## src/hw/rtl/dkme_pkg.sv

```systemverilog
// shared types and constants of the keyboard midi encoder
package dkme_pkg;

   localparam int IDX_W      = 5;
   localparam int CSR_IDX_W  = 3;
   localparam int CSR_DATA_W = 16;

   localparam logic [CSR_IDX_W-1:0] CSR_DEBOUNCE = 3'd0;
   localparam logic [CSR_IDX_W-1:0] CSR_BASE     = 3'd1;
   localparam logic [CSR_IDX_W-1:0] CSR_VELOCITY = 3'd2;
   localparam logic [CSR_IDX_W-1:0] CSR_CHANNEL  = 3'd3;

   localparam logic [3:0] SW_OCT_UP    = 4'd0;
   localparam logic [3:0] SW_OCT_DOWN  = 4'd1;
   localparam logic [3:0] SW_TUNE_DOWN = 4'd4;
   localparam logic [3:0] SW_TUNE_UP   = 4'd5;
   localparam logic [3:0] SW_AUDIO     = 4'd6;

   localparam logic [1:0] TONE_NONE  = 2'd0;
   localparam logic [1:0] TONE_START = 2'd1;
   localparam logic [1:0] TONE_STOP  = 2'd2;

   localparam logic [1:0] LED_YELLOW = 2'd0;
   localparam logic [1:0] LED_GREEN  = 2'd1;
   localparam logic [1:0] LED_RED    = 2'd2;

   localparam logic [7:0] ST_NOTE_ON  = 8'h90;
   localparam logic [7:0] ST_NOTE_OFF = 8'h80;

   localparam logic signed [3:0] OCT_MAX  = 4'sd5;
   localparam logic signed [3:0] OCT_MIN  = 4'sb1011;
   localparam logic signed [6:0] TUNE_MAX = 7'sd63;
   localparam logic signed [6:0] TUNE_MIN = 7'sb1000000;

   localparam logic [15:0] DEBOUNCE_RESET = 16'd50;
   localparam logic [6:0]  BASE_RESET     = 7'd60;
   localparam logic [6:0]  VELOCITY_RESET = 7'd110;
   localparam logic [3:0]  CHANNEL_RESET  = 4'd0;

   typedef struct packed {
      logic        raw;
      logic        stable;
      logic [31:0] change_time;
   } line_state_type;

   localparam line_state_type LINE_RESET = '{raw: 1'b1, stable: 1'b1, change_time: 32'd0};

endpackage

```

## src/hw/rtl/dkme_ram.sv

```systemverilog
// generic single-write single-read ram with registered read
module dkme_ram #(
   parameter int WIDTH = 8,
   parameter int DEPTH = 16
) (
   input  logic                     clock,
   input  logic                     wr_en,
   input  logic [$clog2(DEPTH)-1:0] wr_addr,
   input  logic [WIDTH-1:0]         wr_data,
   input  logic                     rd_en,
   input  logic [$clog2(DEPTH)-1:0] rd_addr,
   output logic [WIDTH-1:0]         rd_data
);

   logic [WIDTH-1:0] mem_ff [DEPTH];
   logic [WIDTH-1:0] rd_data_ff;

   always_ff @(posedge clock) begin
      if (wr_en) begin
         mem_ff[wr_addr] <= wr_data;
      end
      if (rd_en) begin
         rd_data_ff <= mem_ff[rd_addr];
      end
   end

   assign rd_data = rd_data_ff;

endmodule

```

## src/hw/rtl/debounced_keyboard_midi_encoder_top.sv

```systemverilog
// top level of the debounced keyboard scanner and midi encoder
//
//   channel | direction | handshake           | payload
//   req     | in        | req_valid/req_ready | line index, raw level, timestamp
//   rsp     | out       | rsp_valid/rsp_ready | midi message, tone action, status
//   csr     | in        | csr_valid/csr_ready | register index, write data
//
// one sample per cycle unless the update stage is held: the line ram is read at the
// accepting edge; write-back and output register load happen at the edge where it fires.
// a sample whose line was written at its accepting edge takes the write-back data.
// per-line valid flops stand in for the line reset.
// a full output register holds the update stage and with it req_ready.
module debounced_keyboard_midi_encoder_top #(
   parameter int KEY_COUNT    = 13,
   parameter int SWITCH_COUNT = 7
) (
   input  logic                             clock,
   input  logic                             reset,
   input  logic                             req_valid,
   output logic                             req_ready,
   input  logic [4:0]                       req_line_index,
   input  logic                             req_line_level,
   input  logic [31:0]                      req_now_ms,
   output logic                             rsp_valid,
   input  logic                             rsp_ready,
   output logic                             rsp_midi_valid,
   output logic [7:0]                       rsp_midi_status,
   output logic [6:0]                       rsp_midi_note,
   output logic [6:0]                       rsp_midi_velocity,
   output logic [1:0]                       rsp_tone_action,
   output logic [6:0]                       rsp_tone_note,
   output logic signed [3:0]                rsp_octave_now,
   output logic                             rsp_audio_on,
   output logic signed [6:0]                rsp_tuning_hz,
   output logic [1:0]                       rsp_led_colour,
   input  logic                             csr_valid,
   output logic                             csr_ready,
   input  logic [dkme_pkg::CSR_IDX_W-1:0]   csr_index,
   input  logic [dkme_pkg::CSR_DATA_W-1:0]  csr_data
);

   localparam int LINE_COUNT = KEY_COUNT + SWITCH_COUNT;
   localparam int ADDR_W     = $clog2(LINE_COUNT);
   localparam int EXT_W      = (ADDR_W > dkme_pkg::IDX_W) ? ADDR_W : dkme_pkg::IDX_W;
   localparam int ENTRY_W    = $bits(dkme_pkg::line_state_type);

   // configuration
   logic [15:0] debounce_ff;
   logic [6:0]  base_ff;
   logic [6:0]  velocity_ff;
   logic [3:0]  channel_ff;

   // input decode
   logic              req_accept;
   logic [EXT_W-1:0]  req_line_ext;
   logic              req_in_range;
   logic [ADDR_W-1:0] req_addr;

   // update stage
   logic              s1_valid_ff;
   logic [4:0]        s1_line_ff;
   logic [EXT_W-1:0]  s1_line_ext_ff;
   logic              s1_in_range_ff;
   logic [ADDR_W-1:0] s1_addr_ff;
   logic              s1_level_ff;
   logic [31:0]       s1_now_ff;
   logic              s1_hit_ff;
   logic              s2_fire;

   // line memory and bypass
   logic                     entry_valid_ff [LINE_COUNT];
   logic [ENTRY_W-1:0]       rd_data;
   logic                     wr_en;
   dkme_pkg::line_state_type wr_entry;
   dkme_pkg::line_state_type bypass_ff;
   dkme_pkg::line_state_type cur_entry;

   // global state
   logic signed [3:0] oct_ff, oct_in;
   logic              audio_ff, audio_in;
   logic signed [6:0] tune_ff, tune_in;
   logic              last_valid_ff, last_valid_in;
   logic [6:0]        last_note_ff, last_note_in;

   // step result
   logic              settle;
   logic [31:0]       new_time;
   logic [31:0]       elapsed;
   logic              is_key;
   logic [EXT_W-1:0]  sw_ext;
   logic [3:0]        sw_code;
   logic signed [9:0] oct_ext;
   logic signed [9:0] oct_x12;
   logic signed [9:0] note_sum;
   logic              note_ok;
   logic [6:0]        note;
   logic              res;
   logic              midi_valid;
   logic [7:0]        midi_status;
   logic [6:0]        midi_velocity;
   logic [6:0]        midi_note;
   logic [1:0]        tone_action;
   logic [6:0]        tone_note;
   logic [1:0]        led;

   // output register
   logic              rsp_valid_ff;
   logic              midi_valid_ff;
   logic [7:0]        midi_status_ff;
   logic [6:0]        midi_note_ff;
   logic [6:0]        midi_velocity_ff;
   logic [1:0]        tone_action_ff;
   logic [6:0]        tone_note_ff;
   logic signed [3:0] octave_now_ff;
   logic              audio_on_ff;
   logic signed [6:0] tuning_hz_ff;
   logic [1:0]        led_colour_ff;

   // configuration port
   assign csr_ready = 1'b1;

   always_ff @(posedge clock) begin
      if (reset) begin
         debounce_ff <= dkme_pkg::DEBOUNCE_RESET;
         base_ff     <= dkme_pkg::BASE_RESET;
         velocity_ff <= dkme_pkg::VELOCITY_RESET;
         channel_ff  <= dkme_pkg::CHANNEL_RESET;
      end else if (csr_valid) begin
         unique case (csr_index)
            dkme_pkg::CSR_DEBOUNCE: debounce_ff <= csr_data;
            dkme_pkg::CSR_BASE:     base_ff     <= csr_data[6:0];
            dkme_pkg::CSR_VELOCITY: velocity_ff <= csr_data[6:0];
            dkme_pkg::CSR_CHANNEL:  channel_ff  <= csr_data[3:0];
            default: ;
         endcase
      end
   end

   // handshake
   assign s2_fire    = s1_valid_ff && (!rsp_valid_ff || rsp_ready);
   assign req_ready  = !s1_valid_ff || s2_fire;
   assign req_accept = req_valid && req_ready;

   assign req_line_ext = EXT_W'(req_line_index);
   assign req_in_range = req_line_ext < EXT_W'(LINE_COUNT);
   assign req_addr     = req_in_range ? req_line_ext[ADDR_W-1:0] : '0;

   always_ff @(posedge clock) begin
      if (reset) begin
         s1_valid_ff <= 1'b0;
      end else if (req_accept) begin
         s1_valid_ff <= 1'b1;
      end else if (s2_fire) begin
         s1_valid_ff <= 1'b0;
      end
   end

   always_ff @(posedge clock) begin
      if (req_accept) begin
         s1_line_ff     <= req_line_index;
         s1_line_ext_ff <= req_line_ext;
         s1_in_range_ff <= req_in_range;
         s1_addr_ff     <= req_addr;
         s1_level_ff    <= req_line_level;
         s1_now_ff      <= req_now_ms;
         s1_hit_ff      <= wr_en && (req_addr == s1_addr_ff);
      end
      if (wr_en) begin
         bypass_ff <= wr_entry;
      end
   end

   dkme_ram #(
      .WIDTH (ENTRY_W),
      .DEPTH (LINE_COUNT)
   ) u_line_ram (
      .clock   (clock),
      .wr_en   (wr_en),
      .wr_addr (s1_addr_ff),
      .wr_data (wr_entry),
      .rd_en   (req_accept),
      .rd_addr (req_addr),
      .rd_data (rd_data)
   );

   always_ff @(posedge clock) begin
      if (reset) begin
         for (int i = 0; i < LINE_COUNT; i++) begin
            entry_valid_ff[i] <= 1'b0;
         end
      end else if (wr_en) begin
         entry_valid_ff[s1_addr_ff] <= 1'b1;
      end
   end

   // current line state with forwarding of the previous write-back
   always_comb begin
      if (s1_hit_ff) begin
         cur_entry = bypass_ff;
      end else if (entry_valid_ff[s1_addr_ff]) begin
         cur_entry = dkme_pkg::line_state_type'(rd_data);
      end else begin
         cur_entry = dkme_pkg::LINE_RESET;
      end
   end

   // debounce
   assign new_time = (s1_level_ff != cur_entry.raw) ? s1_now_ff : cur_entry.change_time;
   assign elapsed  = s1_now_ff - new_time;
   assign settle   = (elapsed > {16'd0, debounce_ff}) && (s1_level_ff != cur_entry.stable);

   assign wr_en                = s2_fire && s1_in_range_ff;
   assign wr_entry.raw         = s1_level_ff;
   assign wr_entry.stable      = settle ? s1_level_ff : cur_entry.stable;
   assign wr_entry.change_time = new_time;

   // note number and switch code
   assign is_key   = s1_line_ext_ff < EXT_W'(KEY_COUNT);
   assign sw_ext   = s1_line_ext_ff - EXT_W'(KEY_COUNT);
   assign sw_code  = sw_ext[3:0];
   assign oct_ext  = 10'(oct_ff);
   assign oct_x12  = oct_ext * 10'sd12;
   assign note_sum = $signed({3'b000, base_ff}) + $signed({5'b00000, s1_line_ff}) + oct_x12;
   assign note_ok  = (note_sum[9:7] == 3'b000);
   assign note     = note_sum[6:0];

   always_comb begin
      oct_in        = oct_ff;
      audio_in      = audio_ff;
      tune_in       = tune_ff;
      last_valid_in = last_valid_ff;
      last_note_in  = last_note_ff;
      res           = 1'b0;
      midi_valid    = 1'b0;
      midi_status   = 8'd0;
      midi_note     = 7'd0;
      midi_velocity = 7'd0;
      tone_action   = dkme_pkg::TONE_NONE;
      tone_note     = 7'd0;
      if (s1_in_range_ff && settle) begin
         if (is_key) begin
            if (note_ok) begin
               res        = 1'b1;
               midi_valid = 1'b1;
               midi_note  = note;
               if (!s1_level_ff) begin
                  midi_status   = dkme_pkg::ST_NOTE_ON | {4'h0, channel_ff};
                  midi_velocity = velocity_ff;
                  last_valid_in = 1'b1;
                  last_note_in  = note;
                  if (audio_ff) begin
                     tone_action = dkme_pkg::TONE_START;
                     tone_note   = note;
                  end
               end else begin
                  midi_status = dkme_pkg::ST_NOTE_OFF | {4'h0, channel_ff};
                  if (last_valid_ff && (last_note_ff == note)) begin
                     tone_action   = dkme_pkg::TONE_STOP;
                     last_valid_in = 1'b0;
                     last_note_in  = 7'd0;
                  end
               end
            end
         end else if (!s1_level_ff) begin
            case (sw_code)
               dkme_pkg::SW_OCT_UP: begin
                  if (oct_ff != dkme_pkg::OCT_MAX) begin
                     oct_in      = oct_ff + 4'sd1;
                     tone_action = dkme_pkg::TONE_STOP;
                     res         = 1'b1;
                  end
               end
               dkme_pkg::SW_OCT_DOWN: begin
                  if (oct_ff != dkme_pkg::OCT_MIN) begin
                     oct_in      = oct_ff - 4'sd1;
                     tone_action = dkme_pkg::TONE_STOP;
                     res         = 1'b1;
                  end
               end
               dkme_pkg::SW_TUNE_DOWN: begin
                  if (tune_ff != dkme_pkg::TUNE_MIN) begin
                     tune_in = tune_ff - 7'sd1;
                  end
                  res = 1'b1;
               end
               dkme_pkg::SW_TUNE_UP: begin
                  if (tune_ff != dkme_pkg::TUNE_MAX) begin
                     tune_in = tune_ff + 7'sd1;
                  end
                  res = 1'b1;
               end
               dkme_pkg::SW_AUDIO: begin
                  audio_in = !audio_ff;
                  if (audio_ff) begin
                     tone_action = dkme_pkg::TONE_STOP;
                  end
                  res = 1'b1;
               end
               default: ;
            endcase
            if (tone_action == dkme_pkg::TONE_STOP) begin
               last_valid_in = 1'b0;
               last_note_in  = 7'd0;
            end
         end
      end
   end

   always_comb begin
      if (tune_in == 7'sd0) begin
         led = dkme_pkg::LED_YELLOW;
      end else if (tune_in[6]) begin
         led = dkme_pkg::LED_RED;
      end else begin
         led = dkme_pkg::LED_GREEN;
      end
   end

   always_ff @(posedge clock) begin
      if (reset) begin
         oct_ff        <= 4'sd0;
         audio_ff      <= 1'b1;
         tune_ff       <= 7'sd0;
         last_valid_ff <= 1'b0;
         last_note_ff  <= 7'd0;
      end else if (s2_fire) begin
         oct_ff        <= oct_in;
         audio_ff      <= audio_in;
         tune_ff       <= tune_in;
         last_valid_ff <= last_valid_in;
         last_note_ff  <= last_note_in;
      end
   end

   // output register
   always_ff @(posedge clock) begin
      if (reset) begin
         rsp_valid_ff <= 1'b0;
      end else if (s2_fire && res) begin
         rsp_valid_ff <= 1'b1;
      end else if (rsp_ready) begin
         rsp_valid_ff <= 1'b0;
      end
   end

   always_ff @(posedge clock) begin
      if (s2_fire && res) begin
         midi_valid_ff    <= midi_valid;
         midi_status_ff   <= midi_status;
         midi_note_ff     <= midi_note;
         midi_velocity_ff <= midi_velocity;
         tone_action_ff   <= tone_action;
         tone_note_ff     <= tone_note;
         octave_now_ff    <= oct_in;
         audio_on_ff      <= audio_in;
         tuning_hz_ff     <= tune_in;
         led_colour_ff    <= led;
      end
   end

   assign rsp_valid         = rsp_valid_ff;
   assign rsp_midi_valid    = midi_valid_ff;
   assign rsp_midi_status   = midi_status_ff;
   assign rsp_midi_note     = midi_note_ff;
   assign rsp_midi_velocity = midi_velocity_ff;
   assign rsp_tone_action   = tone_action_ff;
   assign rsp_tone_note     = tone_note_ff;
   assign rsp_octave_now    = octave_now_ff;
   assign rsp_audio_on      = audio_on_ff;
   assign rsp_tuning_hz     = tuning_hz_ff;
   assign rsp_led_colour    = led_colour_ff;

endmodule

```

## config.mk

```make
export PLATFORM = sky130hd
export DESIGN_NAME = debounced_keyboard_midi_encoder_top
export DESIGN_NICKNAME = d
export VERILOG_FILES = /design/src/hw/rtl/dkme_pkg.sv /design/src/hw/rtl/dkme_ram.sv /design/src/hw/rtl/debounced_keyboard_midi_encoder_top.sv
export SDC_FILE = /design/constraint.sdc
export NUM_CORES = 1
export LEC_CHECK = 0
export BUFFER_PORTS_ARGS = -buffer_cell sky130_fd_sc_hd__buf_2
export CAP_MARGIN = 20
export CELL_PAD_IN_SITES_DETAIL_PLACEMENT = 0
export CELL_PAD_IN_SITES_GLOBAL_PLACEMENT = 1
export CORE_ASPECT_RATIO = 1.1
export CORE_MARGIN = 4
export CORE_UTILIZATION = 48
export CTS_BUF_LIST = sky130_fd_sc_hd__clkbuf_8
export CTS_CLUSTER_DIAMETER = 50
export DETAILED_ROUTE_END_ITERATION = 12
export PLACE_DENSITY = 0.81
export SLEW_MARGIN = 20
export SYNTH_ARGS = -nofsm -noshare
export SYNTH_HDL_FRONTEND = slang
export SYNTH_HIERARCHICAL = 1
export SYNTH_SLANG_ARGS = --single-unit
export TNS_END_PERCENT = 100
```

## constraint.sdc

```tcl
create_clock -name clock -period 19.2 [get_ports clock]
set_clock_uncertainty 0.2 [all_clocks]
set_input_delay 4.8 -clock clock [delete_from_list [all_inputs] [get_ports clock]]
set_output_delay 4.8 -clock clock [all_outputs]
set_load 0.05 [all_outputs]
```

---- Word-level counts from Yosys, hierarchy flattened ----
Memories as Yosys holds them, arrays and structs flattened. A register that Yosys moved wholly into a read port is not among the register bits.
Cells that the tools add are included.
word-level totals
  register bits after elaboration ......... 181
  memories kept ........................... 2
  output and inout port bits .............. 49
  latch bits .............................. 0
  bits in writable memories ............... 700
  memory bits (read-only) ................. 0
memories
  name               depth  width  rd ports  clocked after Yosys merged registers in  write ports  line                                       source
  u_line_ram.mem_ff  20     34     1         1                                        1            dkme_ram.sv:15                             logic [WIDTH-1:0] mem_ff [DEPTH];
  entry_valid_ff     20     1      1         1                                        20           debounced_keyboard_midi_encoder_top.sv:71  logic entry_valid_ff [LINE_COUNT];
operators by class
  bitwise operators ....................... 4
  reductions and logical operators ........ 31
  shift operators ......................... 0
  $add $sub $neg .......................... 8
  multipliers ............................. 1
  magnitude comparators ................... 3
  divide/modulo/power cells ............... 0
  mux-type cells .......................... 69
  eq/ne operators ......................... 19
operators with widths
  cell                                                  count
  2-to-1 mux 7 bit                                      11
  2-to-1 mux 34 bit                                     2
  greater-than comparator 32 x 16 -> 1 bit              1
  2-to-1 mux 32 bit                                     1
  subtractor 32 bit                                     1
  2-to-1 mux 1 bit                                      30
  2-to-1 mux 2 bit                                      12
  2-to-1 mux 4 bit                                      5
  2-to-1 mux 5 bit                                      4
  != test 7 bit (second input constant)                 2
  case mux 7 bit (2 select lines)                       1
  equality test 4 x 3 -> 1 bit (second input constant)  3
  adder 9 x 9 -> 10 bit                                 1
  AND reduction 2 bit                                   5
  adder 7 x 5 -> 8 bit                                  1
  logical AND 1 bit                                     8
  != test 4 bit (second input constant)                 2
  case mux 4 bit (2 select lines)                       1
  adder 7 x 2 -> 7 bit (second input constant)          1
  equality test 7 bit                                   1
  zero test 7 bit                                       1
  multiplier 4 x 3 -> 7 bit (second input constant)     1
  subtractor 7 x 2 -> 7 bit (second input constant)     1
  equality test 3 x 2 -> 1 bit (second input constant)  2
  26 further kinds                                      37

---- Logic depth before layout (Yosys ltp) ----
  depth in word-level cells ............... 13
  mapped depth ............................ 32

---- Modules after synthesis ----
The synthesis kept the hierarchy.
by module, submodules not included
  module                               cells each  area an instance (um^2)  sequential area each (um^2)  times used
  dkme_ram                             1411        27244.9                  21440.6                      1
  debounced_keyboard_midi_encoder_top  1258        12288.0                  5555.3                       1

---- Worst setup path before layout ----
OpenSTA, ideal clock, no wires.
  kind .................................... input -> output
  start point ............................. in rsp_ready
  end point ............................... out req_ready
  stages .................................. 1
  arrival ................................. 5.288 ns
  setup slack ............................. 8.912 ns
  cells stage by stage .................... nand3b_1
between the ends
  longest elaborated chain between the ends .. 3
ends and longest elaborated chain
  element             line                                        source
  start: declaration  debounced_keyboard_midi_encoder_top.sv:25   input logic rsp_ready,
  logical OR 1 bit    debounced_keyboard_midi_encoder_top.sv:140  assign s2_fire = s1_valid_ff && (!rsp_valid_ff || rsp_ready);
  logical AND 1 bit   debounced_keyboard_midi_encoder_top.sv:140
  logical OR 1 bit    debounced_keyboard_midi_encoder_top.sv:141  assign req_ready = !s1_valid_ff || s2_fire;
  end: declaration    debounced_keyboard_midi_encoder_top.sv:20   output logic req_ready,
No other way between the ends.

---- Worst setup path in the final report ----
Same ends and word-level chain as after synthesis.

==> reports/qor.csv <==
stage;metric;value;unit
yosys;yosysMostFrequentCell;edfxtp_1;
yosys;netlist_area;39500;um^2
setup_path;path_buf_inv;2;
clock_tree;clk_latency;0.81;ns
pwr;ir_drop;55.1;uV
outcome;status;finished clean;
yosys;async_flop_share;0;
clock_tree;clockBufferDepth;3;
yosys;ys_top_cells_by_area;edfxtp_1, mux2i_1, dfxtp_1;
clock_tree;cts_sinks;930;
global_route;grt-busiest-layer;met2;
clock_tree;path_clk_slew;0.06;ns
layout;nets;2971;
route;vias;23687;
global_route;use_met3;0.0406;
global_route;grt_usage;0.226;
global_route;first_global_vias;23960;
run;cap_violations;0;
timing;hold_viol;0;
timing;tns;0;ns
floorplanning;initial_utilization;0.484;
setup_path;crit_path_end_kind;output pin;
route;drtIter0Drc;2317;
setup_path;path_max_fanout;3;
global_route;grt_pass1_wl;147;mm
min_path;hold_class;flip-flop to flip-flop;
setup_path;max_stage_delay;0.24;ns
clock_tree;cts_setup_buffers;0;
yosys;synth.largest_area_cell;edfxtp_1;
clock_tree;cts_made_buffers;140;
yosys;synth_flop_cell;edfxtp_1;
yosys;synth-edff-count;837;
yosys;yosysTopAreaCellShare;0.636;
pwr;power_density;95.5;nW/um^2
global_route;grt_max_degree;125;
clock_tree;root_buffer;clkbuf_8;
clock_tree;htreeDepth;4;
timing;whs;0.249;ns
layout;fillers;6540;
place;hpwlAfterDp;55.6;mm
floorplanning;die_w;282;um
yosys;ys_seq_elements;930;
layout;drive_gt1_frac;0.173;
place;placed_cell_area;41200;um^2
yosys;synth_cell_types;81;
timing;setup_violations;0;
setup_path;critPathSlowestCell;buf_2;
layout;design_area;43900;um^2
timing;fin_crit;10.32;ns
route;vias_per_cell;5.91;
yosys;syn-instance-count;2669;
timing;worst-slew-pin-transition;1.08;ns
timing;post-route-period-util;0.538;
route;dr.pass1.iters;6;
route;routedWlPerCell;24.7;um
setup_path;critPathRequiredTime;14.20;ns
global_route;gr-total-overflow;0;
place;portBuffers;107;
timing;rsz0062_at_grt;false;
clock_tree;cts_hold_buf;0;
layout;area_delta_synth_final;11.0;%
global_route;antenna_found_initial;2;
timing;max_slew_margin;0.283;
route;wirelength;99.1;mm
route;drc;0;
layout;instances_no_fill;4009;
floorplanning;coreArea;81800;um^2
clock_tree;cts_tree;built;
timing;finalMaxSlewViolations;0;
timing;fmax;0.0969;GHz
setup_path;crit_arrival;5.32;ns
yosys;ys_seq_area_frac;0.683;
setup_path;crit_chain;buf_2, nand3b_1, buf_2;
setup_path;start_kind;input pin;
floorplanning;die_h;309;um
floorplanning;core.rowCount;110;
setup_path;criticalPathCategory;input pin to output pin;
place;place_inst;3751;
pwr;p_leak;15.3;nW
floorplanning;dieArea;87000;um^2
global_route;grt_use_met1;0.285;
global_route;met2_usage;0.400;
place;place.gp.congestion;0.846;
route;antenna_left;0;
yosys;synth_warnings;6;
setup_path;critPathMostFrequentCell;buf_2;
clock_tree;cts-resized-gates;0;
yosys;synthTopCellsByCount;edfxtp_1, nand2_1, mux2i_1, o22ai_1, dfxtp_1;
yosys;synth_area_per_cell;14.8;um^2
floorplanning;pin_count;111;
setup_path;crit_family;buffers and inverters;
cell usage in the layout, fill, tap and decap left out, types with 13 or more instances in the layout:
| master | instances |
|---|---|
| edfxtp_1 | 837 |
| nand2_1 | 239 |
| mux2i_1 | 222 |
| clkbuf_8 | 146 |
| inv_1 | 121 |
| buf_2 | 107 |
| o22ai_1 | 106 |
| dfxtp_1 | 93 |
| mux2_2 | 82 |
| a21oi_1 | 79 |
| ha_1 | 76 |
| o21ai_0 | 72 |
| a211oi_1 | 71 |
| nor2_1 | 70 |
| nor2b_1 | 47 |
| buf_4 | 42 |
| mux4_2 | 40 |
| o31ai_1 | 37 |
| clkinv_1 | 34 |
| xnor2_1 | 30 |
| and2_1 | 29 |
| nand3_1 | 25 |
| xor2_1 | 21 |
| nor2_4 | 21 |
| o21bai_1 | 20 |
| o2bb2ai_1 | 20 |
| clkinv_2 | 20 |
| nor3_1 | 19 |
| nand2b_1 | 14 |
| o211ai_1 | 14 |
| nand4_1 | 13 |
sequential cells by signal, summed over array words and instances (netlist names), 2 cells and up, named ones only:
signal,cells
s1_addr_ff,5
oct_ff,4
rsp_led_colour,2
last_note_ff,7
rsp_tone_action,2
debounce_ff,16
entry_valid_ff,32
u_line_ram/rd_data,34
tune_ff,7
base_ff,7
rsp_tuning_hz,7
velocity_ff,7
channel_ff,4
rsp_octave_now,4
rsp_midi_velocity,7
u_line_ram/mem_ff,680
rsp_tone_note,7
s1_now_ff,32
rsp_midi_status,6
s1_line_ext_ff,5
rsp_midi_note,7
bypass_ff,34
through the flow:
stage / total power, W / utilization / worst slack (ns)
after floorplan: 0.00258 / - / 8.91
after global placement: 0.00268 / 0.504 / 8.89
after detailed placement: 0.00269 / 0.504 / 8.88
after CTS: 0.00422 / 0.537 / 8.88
after global routing: 0.00435 / 0.537 / 8.84
final: 0.00419 / 0.537 / 8.88
worst reg2reg max path, delay by kind of cell, from the launching register on:
kind,cells,cell delay (ns)
buffers and inverters,5,1.88
adder cells (fa/ha/maj),2,0.85
AO/OA/AOI/OAI,11,2.54
XOR/XNOR,1,0.17
flip-flops,1,0.71
AND/OR/NAND/NOR,8,2.26
multiplexers,2,0.96
power breakdown:
group,switching [W],total (W),internal [W]
clock,0.000764,0.00154,0.000771
combinational,0.000247,0.000377,0.000130
sequential,0.0000207,0.00228,0.00226
cell families (layout without fill, tap and decap cells):
| group | after synthesis | in the layout | synth area share |
|---|---|---|---|
| flops | 930 | 930 | 0.683 |
| simple gates | 536 | 536 | 0.0642 |
| compound gates | 507 | 507 | 0.0868 |
| mux | 344 | 344 | 0.102 |
| buf+inv | 219 | 493 | 0.0262 |
| fa+ha+maj | 80 | 80 | 0.0261 |
| xor+xnor | 51 | 51 | 0.0113 |
| other cells | 2 | 4 | 0.000190 |
path summary, 6_finish.rpt:
check	end	slack, ns	depth (start not counted)	start
setup / recovery	req_ready	8.88	3	rsp_ready
hold reg to reg	entry_valid_ff[23]	0.25	1	entry_valid_ff[23]
hold / removal	entry_valid_ff[23]	0.25	1	entry_valid_ff[23]
setup reg to reg	rsp_tone_note[6]	9.30	29	flip-flop
per-layer routing:
metal  vias to the layer above  wire length [um]
li1                      10622                 -
met1                     11904             38700
met2                       967             50400
met3                       192              7240
met4                         2              2690
met5                         -                18
final cells by class:
class / instances / area (um^2) / share of cell area
timing repair buffer: 150 / 871 / 0.0198
sequential: 930 / 27000 / 0.615
multi-input combinational: 1521 / 11700 / 0.266
inverter: 86 / 333 / 0.00758
antenna: 1 / 2.50 / 0.0000570
tap: 1064 / 1330 / 0.0303
clock inverter: 111 / 657 / 0.0150
clock buffer: 146 / 2010 / 0.0458
Power figures use the tool's default switching activity.
